==> config.mk <==
export PLATFORM = sky130hd
export DESIGN_NAME = rolling_window_mean_stddev_unit
export DESIGN_NICKNAME = d
export VERILOG_FILES = /design/src/hdl/rwms_pkg.sv /design/src/hdl/rwms_div.sv /design/src/hdl/rwms_sqrt.sv /design/src/hdl/rolling_window_mean_stddev_unit.sv
export SDC_FILE = /design/constraint.sdc
export NUM_CORES = 2
export LEC_CHECK = 0
export ABC_AREA = 1
export BUFFER_PORTS_ARGS = -buffer_cell sky130_fd_sc_hd__buf_2
export CORE_MARGIN = 3
export CORE_UTILIZATION = 49
export CTS_CLUSTER_SIZE = 40
export DETAILED_ROUTE_END_ITERATION = 6
export PLACE_DENSITY = 0.68
export SETUP_SLACK_MARGIN = 0.2
export SYNTH_ARGS = -nofsm -noshare
export SYNTH_HDL_FRONTEND = slang
export SYNTH_SLANG_ARGS = --single-unit
==> constraint.sdc <==
create_clock -name clk -period 10.2 [get_ports clk]
set_input_delay 0.51 -clock clk [delete_from_list [all_inputs] [get_ports clk]]
set_output_delay 0.51 -clock clk [all_outputs]
set_load 0.05 [all_outputs]
==> src/hdl/rwms_pkg.sv <==
// rwms_pkg: shared types and constants for the rolling window mean/deviation unit.
// No dependencies; imported by every module in hdl/.
package rwms_pkg;

	localparam int RWMS_DEPTH_DEF = 32;
	localparam int RWMS_SAMPLE_W  = 16;
	localparam int RWMS_MEAN_W    = 24;
	localparam int RWMS_SD_W      = 24;
	localparam int RWMS_CNT_W     = 6;
	// radicand width for the root: variance * 2^16 stays below 2^47
	localparam int RWMS_X_W       = 48;
	localparam int RWMS_FRAC_W    = 8;

	typedef enum logic [3:0] {
		ST_IDLE,
		ST_READ,
		ST_UPD,
		ST_MLOAD,
		ST_MUL,
		ST_VSTART,
		ST_VDIV,
		ST_ROOT,
		ST_OUT
	} rwms_state_t;

endpackage

==> src/hdl/rwms_div.sv <==
// rwms_div: bit-serial restoring divider, one quotient bit per cycle.
// Depends on rwms_pkg.
module rwms_div
	import rwms_pkg::*;
#(
	parameter int NW = 32,
	parameter int DW = 8
) (
	input  logic          clk,
	input  logic          arst_n,
	input  logic          start,
	input  logic [NW-1:0] num,
	input  logic [DW-1:0] den,
	output logic          busy,
	output logic          done,
	output logic [NW-1:0] quo
);

	localparam int CNTW = $clog2(NW + 1);

	logic [CNTW-1:0] cnt_q;
	logic            busy_q;
	logic            done_q;
	logic [NW-1:0]   quo_q;
	logic [DW-1:0]   rem_q;
	logic [DW-1:0]   den_q;
	logic [DW:0]     trial;
	logic            ge;
	logic [DW:0]     diff;

	assign trial = {rem_q, quo_q[NW-1]};
	assign ge    = trial >= {1'b0, den_q};
	assign diff  = trial - {1'b0, den_q};

	always_ff @(posedge clk or negedge arst_n) begin
		if (!arst_n) begin
			busy_q <= 1'b0;
			done_q <= 1'b0;
			cnt_q  <= '0;
		end else begin
			done_q <= busy_q && !start && (cnt_q == CNTW'(1));
			if (start) begin
				busy_q <= 1'b1;
				cnt_q  <= CNTW'(NW);
			end else if (busy_q) begin
				cnt_q <= cnt_q - 1'b1;
				if (cnt_q == CNTW'(1)) begin
					busy_q <= 1'b0;
				end
			end
		end
	end

	always_ff @(posedge clk) begin
		if (start) begin
			quo_q <= num;
			rem_q <= '0;
			den_q <= den;
		end else if (busy_q) begin
			quo_q <= {quo_q[NW-2:0], ge};
			rem_q <= ge ? diff[DW-1:0] : trial[DW-1:0];
		end
	end

	assign busy = busy_q;
	assign done = done_q;
	assign quo  = quo_q;

endmodule

==> src/hdl/rwms_sqrt.sv <==
// rwms_sqrt: digit-serial integer square root, two radicand bits per cycle.
// Depends on rwms_pkg.
module rwms_sqrt
	import rwms_pkg::*;
#(
	parameter int XW = RWMS_X_W
) (
	input  logic            clk,
	input  logic            arst_n,
	input  logic            start,
	input  logic [XW-1:0]   x,
	output logic            done,
	output logic [XW/2-1:0] root
);

	localparam int RW   = XW / 2;
	localparam int REMW = RW + 2;
	localparam int CNTW = $clog2(RW + 1);

	logic [CNTW-1:0] cnt_q;
	logic            busy_q;
	logic            done_q;
	logic [XW-1:0]   x_q;
	logic [REMW-1:0] rem_q;
	logic [RW-1:0]   root_q;
	logic [REMW+1:0] shifted;
	logic [REMW+1:0] trial;
	logic            ge;
	logic [REMW+1:0] diff;

	assign shifted = {rem_q, x_q[XW-1 -: 2]};
	assign trial   = (REMW + 2)'({root_q, 2'b01});
	assign ge      = shifted >= trial;
	assign diff    = shifted - trial;

	always_ff @(posedge clk or negedge arst_n) begin
		if (!arst_n) begin
			busy_q <= 1'b0;
			done_q <= 1'b0;
			cnt_q  <= '0;
		end else begin
			done_q <= busy_q && !start && (cnt_q == CNTW'(1));
			if (start) begin
				busy_q <= 1'b1;
				cnt_q  <= CNTW'(RW);
			end else if (busy_q) begin
				cnt_q <= cnt_q - 1'b1;
				if (cnt_q == CNTW'(1)) begin
					busy_q <= 1'b0;
				end
			end
		end
	end

	always_ff @(posedge clk) begin
		if (start) begin
			x_q    <= x;
			rem_q  <= '0;
			root_q <= '0;
		end else if (busy_q) begin
			x_q    <= {x_q[XW-3:0], 2'b00};
			rem_q  <= ge ? diff[REMW-1:0] : shifted[REMW-1:0];
			root_q <= {root_q[RW-2:0], ge};
		end
	end

	assign done = done_q;
	assign root = root_q;

endmodule

==> src/hdl/rolling_window_mean_stddev_unit.sv <==
// rolling_window_mean_stddev_unit: top level, window ring, running sums and sequencer.
// Depends on rwms_pkg, rwms_div and rwms_sqrt.
//
// Usage notes
// - Input channel in_valid/in_ready carries one word: sample (signed 16) and clear.
//   clear=1 empties the window and ignores sample; clear=0 pushes sample, dropping
//   the oldest once WINDOW_DEPTH samples are held.
// - Output channel out_valid/out_ready returns one word per input word: mean
//   (signed Q15.8, rounded half away from zero), std_dev (unsigned Q16.8, population,
//   truncated), sample_count and empty_res. An empty window gives empty_res=1, rest 0.
// - One word at a time: a push is accepted only after the previous word's result
//   has been loaded into the output register. The serial variance divide (one bit
//   a cycle) takes most of the processing time, then the root (two bits a cycle)
//   and the shift-add multiply. A clear skips the arithmetic and goes straight to
//   the output stage.
// - The result sits in an output register, so the next word is accepted while the
//   previous result waits; if the receiver still stalls when the next result is
//   done, the sequencer holds it until the register frees.
// - Reset (arst_n low) empties the window and drops any pending result. The sample
//   memory is not cleared; entries are only read after they are written.
module rolling_window_mean_stddev_unit
	import rwms_pkg::*;
#(
	parameter int WINDOW_DEPTH = RWMS_DEPTH_DEF
) (
	input  logic                            clk,
	input  logic                            arst_n,
	input  logic                            in_valid,
	output logic                            in_ready,
	input  logic signed [RWMS_SAMPLE_W-1:0] sample,
	input  logic                            clear,
	output logic                            out_valid,
	input  logic                            out_ready,
	output logic signed [RWMS_MEAN_W-1:0]   mean,
	output logic [RWMS_SD_W-1:0]            std_dev,
	output logic [RWMS_CNT_W-1:0]           sample_count,
	output logic                            empty_res
);

	// widths that follow from the window depth
	localparam int CW    = $clog2(WINDOW_DEPTH + 1);          // count 0..DEPTH
	localparam int PW    = $clog2(WINDOW_DEPTH);              // ring pointer
	localparam int SUMW  = RWMS_SAMPLE_W + CW;                // signed running sum
	localparam int SQW   = 2 * RWMS_SAMPLE_W - 2 + CW;        // sum of squares
	localparam int VW    = SQW + CW;                          // n*sumsq, sum^2
	localparam int MNW   = SUMW + RWMS_FRAC_W;                // mean dividend
	localparam int VNW   = VW + 16;                           // variance dividend
	localparam int MCNTW = $clog2(SUMW + 1);

	rwms_state_t state_q, state_nx;

	// window ring and running sums
	logic signed [RWMS_SAMPLE_W-1:0] win_mem [WINDOW_DEPTH];
	logic signed [RWMS_SAMPLE_W-1:0] rd_q;
	logic signed [RWMS_SAMPLE_W-1:0] samp_q;
	logic [PW-1:0]                   wpos_q;
	logic                            full_q;
	logic signed [SUMW-1:0]          sum_q;
	logic [SQW-1:0]                  sq_q;
	logic                            empty_q;

	logic signed [2*RWMS_SAMPLE_W-1:0] sqr_new;
	logic signed [2*RWMS_SAMPLE_W-1:0] sqr_old;
	logic [CW-1:0]                     n_cur;

	// serial multiply and division operands
	logic [CW-1:0]     n_q;
	logic [2*CW-1:0]   nn_q;
	logic              neg_q;
	logic [SUMW-1:0]   abs_q;
	logic [SUMW-1:0]   abs_sum;
	logic [VW-1:0]     mca_q, acca_q;
	logic [SUMW-1:0]   mpa_q;
	logic [VW-1:0]     mcb_q, accb_q;
	logic [CW-1:0]     mpb_q;
	logic [MCNTW-1:0]  mcnt_q;
	logic [VW-1:0]     var_num;

	// output register
	logic                          out_valid_q;
	logic [RWMS_MEAN_W-1:0]        mean_q;
	logic [RWMS_SD_W-1:0]          sd_q;
	logic [RWMS_CNT_W-1:0]         cnt_q;
	logic                          empty_res_q;
	logic [RWMS_MEAN_W-1:0]        m24;

	// control strobes
	logic in_acc, mem_we, md_start, vd_start, out_load;
	logic md_busy, md_done, vd_busy, vd_done, rt_done;
	logic [MNW-1:0]             md_quo;
	logic [VNW-1:0]             vd_quo;
	logic [RWMS_X_W/2-1:0]      rt_root;

	assign in_acc = in_valid && in_ready;

	// ---------------- sequencer ----------------
	always_comb begin
		state_nx = state_q;
		case (state_q)
			ST_IDLE:   if (in_valid) state_nx = clear ? ST_OUT : ST_READ;
			ST_READ:   state_nx = ST_UPD;
			ST_UPD:    state_nx = ST_MLOAD;
			ST_MLOAD:  state_nx = ST_MUL;
			ST_MUL:    if (mcnt_q == MCNTW'(1)) state_nx = ST_VSTART;
			ST_VSTART: state_nx = ST_VDIV;
			ST_VDIV:   if (vd_done) state_nx = ST_ROOT;
			ST_ROOT:   if (rt_done) state_nx = ST_OUT;
			ST_OUT:    if (!out_valid_q || out_ready) state_nx = ST_IDLE;
			default:   state_nx = ST_IDLE;
		endcase
	end

	always_comb begin
		in_ready = 1'b0;
		mem_we   = 1'b0;
		md_start = 1'b0;
		vd_start = 1'b0;
		out_load = 1'b0;
		case (state_q)
			ST_IDLE:   in_ready = 1'b1;
			ST_UPD:    mem_we   = 1'b1;
			ST_VSTART: begin
				md_start = 1'b1;
				vd_start = 1'b1;
			end
			ST_OUT:    out_load = !out_valid_q || out_ready;
			default:   in_ready = 1'b0;
		endcase
	end

	always_ff @(posedge clk or negedge arst_n) begin
		if (!arst_n) begin
			state_q <= ST_IDLE;
		end else begin
			state_q <= state_nx;
		end
	end

	// ---------------- window ring ----------------
	// registered read of the slot about to be overwritten (the oldest once full)
	always_ff @(posedge clk) begin
		if (mem_we) begin
			win_mem[wpos_q] <= samp_q;
		end
		rd_q <= win_mem[wpos_q];
	end

	assign sqr_new = (2*RWMS_SAMPLE_W)'(samp_q) * (2*RWMS_SAMPLE_W)'(samp_q);
	assign sqr_old = (2*RWMS_SAMPLE_W)'(rd_q) * (2*RWMS_SAMPLE_W)'(rd_q);
	assign n_cur   = full_q ? CW'(WINDOW_DEPTH) : CW'(wpos_q);

	always_ff @(posedge clk or negedge arst_n) begin
		if (!arst_n) begin
			wpos_q  <= '0;
			full_q  <= 1'b0;
			sum_q   <= '0;
			sq_q    <= '0;
			empty_q <= 1'b1;
		end else if (in_acc) begin
			empty_q <= clear;
			if (clear) begin
				wpos_q <= '0;
				full_q <= 1'b0;
				sum_q  <= '0;
				sq_q   <= '0;
			end
		end else if (mem_we) begin
			// evict the oldest sample once the ring has wrapped
			sum_q <= sum_q + SUMW'(samp_q) - (full_q ? SUMW'(rd_q) : SUMW'(0));
			sq_q  <= sq_q + SQW'($unsigned(sqr_new))
				- (full_q ? SQW'($unsigned(sqr_old)) : SQW'(0));
			if (wpos_q == PW'(WINDOW_DEPTH - 1)) begin
				wpos_q <= '0;
				full_q <= 1'b1;
			end else begin
				wpos_q <= wpos_q + 1'b1;
			end
		end
	end

	always_ff @(posedge clk) begin
		if (in_acc) begin
			samp_q <= sample;
		end
	end

	// ---------------- shift-add squarers ----------------
	// acca: |sum|^2, accb: n*sumsq, one multiplier bit per cycle
	assign abs_sum = sum_q[SUMW-1] ? SUMW'(-sum_q) : SUMW'(sum_q);

	always_ff @(posedge clk or negedge arst_n) begin
		if (!arst_n) begin
			mcnt_q <= '0;
		end else if (state_q == ST_MLOAD) begin
			mcnt_q <= MCNTW'(SUMW);
		end else if (state_q == ST_MUL) begin
			mcnt_q <= mcnt_q - 1'b1;
		end
	end

	always_ff @(posedge clk) begin
		if (state_q == ST_MLOAD) begin
			neg_q  <= sum_q[SUMW-1];
			abs_q  <= abs_sum;
			n_q    <= n_cur;
			nn_q   <= (2*CW)'(n_cur) * (2*CW)'(n_cur);
			mca_q  <= VW'(abs_sum);
			mpa_q  <= abs_sum;
			acca_q <= '0;
			mcb_q  <= VW'(sq_q);
			mpb_q  <= n_cur;
			accb_q <= '0;
		end else if (state_q == ST_MUL) begin
			acca_q <= acca_q + (mpa_q[0] ? mca_q : VW'(0));
			accb_q <= accb_q + (mpb_q[0] ? mcb_q : VW'(0));
			mca_q  <= {mca_q[VW-2:0], 1'b0};
			mcb_q  <= {mcb_q[VW-2:0], 1'b0};
			mpa_q  <= mpa_q >> 1;
			mpb_q  <= mpb_q >> 1;
		end
	end

	// n^2 * variance; clamp tiny negative from nothing (exact math never goes below)
	assign var_num = (accb_q > acca_q) ? (accb_q - acca_q) : VW'(0);

	// mean magnitude: (|sum|*256 + n/2) / n
	rwms_div #(
		.NW(MNW),
		.DW(CW)
	) u_mean_div (
		.clk    (clk),
		.arst_n (arst_n),
		.start  (md_start),
		.num    (MNW'({abs_q, {RWMS_FRAC_W{1'b0}}}) + MNW'(n_q >> 1)),
		.den    (n_q),
		.busy   (md_busy),
		.done   (md_done),
		.quo    (md_quo)
	);

	// variance in Q.16: (n*sumsq - sum^2) * 2^16 / n^2
	rwms_div #(
		.NW(VNW),
		.DW(2 * CW)
	) u_var_div (
		.clk    (clk),
		.arst_n (arst_n),
		.start  (vd_start),
		.num    ({var_num, 16'h0000}),
		.den    (nn_q),
		.busy   (vd_busy),
		.done   (vd_done),
		.quo    (vd_quo)
	);

	rwms_sqrt #(
		.XW(RWMS_X_W)
	) u_root (
		.clk    (clk),
		.arst_n (arst_n),
		.start  (vd_done),
		.x      (vd_quo[RWMS_X_W-1:0]),
		.done   (rt_done),
		.root   (rt_root)
	);

	// ---------------- output register ----------------
	assign m24 = md_quo[RWMS_MEAN_W-1:0];

	always_ff @(posedge clk or negedge arst_n) begin
		if (!arst_n) begin
			out_valid_q <= 1'b0;
		end else if (out_load) begin
			out_valid_q <= 1'b1;
		end else if (out_ready) begin
			out_valid_q <= 1'b0;
		end
	end

	always_ff @(posedge clk) begin
		if (out_load) begin
			if (empty_q) begin
				mean_q      <= '0;
				sd_q        <= '0;
				cnt_q       <= '0;
				empty_res_q <= 1'b1;
			end else begin
				mean_q      <= neg_q ? -m24 : m24;
				sd_q        <= RWMS_SD_W'(rt_root);
				cnt_q       <= RWMS_CNT_W'(n_q);
				empty_res_q <= 1'b0;
			end
		end
	end

	assign out_valid    = out_valid_q;
	assign mean         = mean_q;
	assign std_dev      = sd_q;
	assign sample_count = cnt_q;
	assign empty_res    = empty_res_q;

	// ---------------- checks ----------------
	a_div_idle_at_start: assert property (@(posedge clk) disable iff (!arst_n)
		md_start |-> !md_busy && !vd_busy)
		else $error("divider restarted while busy");

	a_mean_before_root: assert property (@(posedge clk) disable iff (!arst_n)
		md_done |-> state_q == ST_VDIV)
		else $error("mean divide finished outside the variance phase");

	a_root_after_vdiv: assert property (@(posedge clk) disable iff (!arst_n)
		vd_done |-> state_q == ST_VDIV)
		else $error("variance divide finished outside its phase");

	a_push_reads_ring: assert property (@(posedge clk) disable iff (!arst_n)
		in_acc && !clear |=> state_q == ST_READ)
		else $error("push did not start the ring read");

	a_empty_fields: assert property (@(posedge clk) disable iff (!arst_n)
		out_valid && empty_res |-> sample_count == '0 && std_dev == '0 && mean == '0)
		else $error("empty result carries data");

	a_wrap_sets_full: assert property (@(posedge clk) disable iff (!arst_n)
		mem_we && wpos_q == PW'(WINDOW_DEPTH - 1) |=> full_q && wpos_q == '0)
		else $error("ring wrap did not mark the window full");

endmodule

==> flow_summary.yaml <==
status:
  status: "finished, violations left"
  violations: "slew limit"
synth:
  ys_types: 57
  synth.top_cell.area_share_pct: 31.0
  ys_seq_area_share_pct: 39.1
  syn_area_sq_um: 81800
  synth_area_leaders: "edfxtp_1 31%, fa_1 13%, nand2_1 9.6%, inv_1 8.7%, ha_1 6.6%"
  postSynth.asyncResetShare_pct: 8.35
  synth_flop_cell: "edfxtp_1"
  synth.most_common_cell: "nand2_1"
  synth_common_cells: "2101 x nand2_1, 1887 x inv_1, 1059 x nor2_1"
  synth_edf_count: 844
  syn_area_per_cell_sq_um: 8.32
  synth_warnings: 0
  yosysTopAreaCell: "edfxtp_1"
  ys_seq_elements: 1150
  synthCells: 9829
finish:
  finalNetCount: 10800
  layout-drive-gt1-share_pct: 4.35
  fin_area_sq_um: 88700
  antenna_cells_inserted: 0
  syn2layout_area_growth_pct: 8.46
placement:
  gp_congestion: 0.987
  dp_slack_ns: 1.57
  dpl_cell_area_sq_um: 84600
  io_buffers: 77
  dp_hpwl_mm: 181
setup_path:
  r2r_end: "sq_q[29]"
  reg2reg_depth: 31
  crit_fanout: 29
  cp.arrival_ns: 9.38
  slowest_delay_ns: 1.09
  worstSetupStartpoint: "samp_q[3]"
  cp_slowest_cell: "edfxtp_1"
  worstPathRequired_ns: 10.81
  path_class: "reg2reg"
  crit_path_start_kind: "register"
  crit_buf_inv: 8
  cp_top_family: "adder cells"
  r2r_slack_ns: 1.43
  endpoint: "sq_q[29]"
  cp.depth: 31
  worstReg2RegStart: "samp_q[3]"
  endpoint_kind: "register"
sta:
  worst_pin_slew_ns: 1.60
  slew_headroom_pct: -6.56
  setup_viol: 0
  setup_ws_ns: 1.43
  rsz0062_at_grt: "false"
  finalSetupTns_ns: 0
  fin_worst_skew_ns: 0.0571
  timing.fmax_ghz: 0.114
  fin_crit_sh_pct: 86.0
  slew_violations: 76
  fin_crit_ns: 8.77
  hold_violations: 0
floorplan:
  start_util_pct: 49.5
  io_pins: 78
  placementRows: 149
  core_sq_um: 165000
  die_w_microns: 415
  chipHeight_microns: 415
  dieArea_sq_um: 172000
route:
  drt-total-wl_mm: 240
  detail_route.wl_per_cell_microns: 19.7
  first_pass_iters: 6
  via_per_inst: 5.41
  drtIter0Drc: 6050
  ant_nets: 0
  drc: 0
  vias: 65700
global_route:
  grt_max_degree: 235
  gr-usage-all-layers_pct: 27.6
  grt_overflow_total: 0
  grt_antenna_before_repair: 0
  grt_pass1_vias: 65400
  grt_pass1_wl_mm: 373
cts:
  clock_latency_ns: 0.79
  h-tree-depth: 3
  root_buffer: "clkbuf_16"
  clkSinkCount: 1150
  cts.clk_slew.worst_paths_ns: 0.07
  cts_buffers: 119
  clock_path_buffers: 3
  tritoncts: "built"
worst_hold_path:
  hp-class: "in2reg"
run:
  maxCapViolations: 0
## what timing repair did
action	in CTS	in global routing
hold buffers	12	0
hold endpoints to repair	47	0
buffers inserted	0	0
gates resized for setup	0	0
## routing by layer
| metal | routed length [microns] | GRT usage (%) |
|---|---|---|
| met3 | 14300 | 3.17 |
| met2 | 114000 | 46.3 |
| met4 | 9220 | 9.87 |
| met1 | 103000 | 37.2 |
| met5 | 0 | 0 |
## cells in the final DEF, fill, tap and decap left out, types with 10 or more instances in the layout
| cell | n |
|---|---|
| a21oi_1 | 460 |
| nor3_2 | 10 |
| nand3_1 | 308 |
| edfxtp_1 | 844 |
| inv_2 | 12 |
| buf_4 | 102 |
| a31oi_1 | 11 |
| buf_2 | 76 |
| xor2_1 | 102 |
| nand4_1 | 118 |
| dfrtp_1 | 93 |
| ha_1 | 429 |
| clkbuf_1 | 25 |
| nor3_1 | 57 |
| nand2_1 | 2098 |
| o21ai_0 | 773 |
| o21ai_1 | 13 |
| o211ai_1 | 17 |
| o21bai_1 | 42 |
| bufinv_16 | 12 |
| o22ai_1 | 211 |
| or2_2 | 11 |
| dlygate4sd3_1 | 12 |
| a21o_1 | 25 |
| clkinv_2 | 22 |
| inv_1 | 1881 |
| nand3b_1 | 13 |
| a22o_1 | 36 |
| xnor2_1 | 67 |
| clkinv_1 | 24 |
| clkbuf_16 | 119 |
| nor2_1 | 1055 |
| fa_1 | 539 |
| dfxtp_1 | 210 |
| a21boi_0 | 11 |
## area by class of cell
cell class	instances	area (sq um)
clock buffer	150	3150
clock inverter	77	865
fill	15300	76700
inverter	1901	7150
multi-input combinational	6481	41500
sequential	1150	32000
tap	2189	2740
timing repair buffer	192	1310
## per-stage QoR
step / hold WS (ns) / std cells / utilization [%]
final: 0.0520 / 12100 / 53.6
after global routing: 0.0166 / 12100 / 53.6
after CTS: 0.00988 / 12100 / 53.6
after detailed placement: 0.405 / 11900 / 51.1
after global placement: 0.403 / 11900 / 51.1
after floorplan: 0.214 / 9832 / -
## state kept, by name (all words and copies together) (netlist names), 10 cells and up
register and flops:
samp_q 16, win_mem 512, nn_q 10, u_var_div.den_q 11, u_root.root 24, mca_q 42, rd_q 16, u_root.rem_q 26
accb_q 42, mcb_q 42, mean 24, u_var_div.rem_q 12, sq_q 36, acca_q 42, u_root.x_q 48, mpa_q 22
u_var_div.quo 58, abs_q 22, u_mean_div.quo 30, std_dev 24, sum_q 22
## logic make-up (layout without fill, tap and decap cells)
family / after synthesis / after routing / share of synthesized area, %
xor gates and xnor gates: 169 / 169 / 1.81
DFF: 1150 / 1150 / 39.1
adders and majority gates: 968 / 968 / 19.8
buffers and inverters: 2201 / 2320 / 10.2
and+or+nand+nor: 3707 / 3707 / 18.2
other: 2 / 5 / 0.00918
AOI/OAI and AO/OA: 1632 / 1632 / 10.9
## worst min-delay path by stage
| stage | start | end | slack (ns) | depth (start not counted) |
|---|---|---|---|---|
| detailed placement | nn_q[11] | u_var_div.den_q[11] | 0.41 | 0 |
| global placement | nn_q[6] | u_var_div.den_q[6] | 0.40 | 0 |
| CTS | sample[5] | samp_q[5] | 0.01 | 1 |
| global route | sample[5] | samp_q[5] | 0.02 | 1 |
| finish | sample[5] | samp_q[5] | 0.05 | 1 |
| floorplan | arst_n | full_q | 0.21 | 0 |
## worst reg2reg max path, delay by kind of cell, from the launching register on
family / cells / cell delay (ns)
XOR/XNOR: 1 / 0.29
adder cells (fa/ha/maj): 9 / 4.18
buffers and inverters: 8 / 0.81
AO/OA/AOI/OAI: 8 / 1.62
flip-flops: 1 / 1.09
AND/OR/NAND/NOR: 5 / 0.66
Power is not shown: default switching activity piles up to over one toggle a cycle in this logic, so the estimate is an artifact.
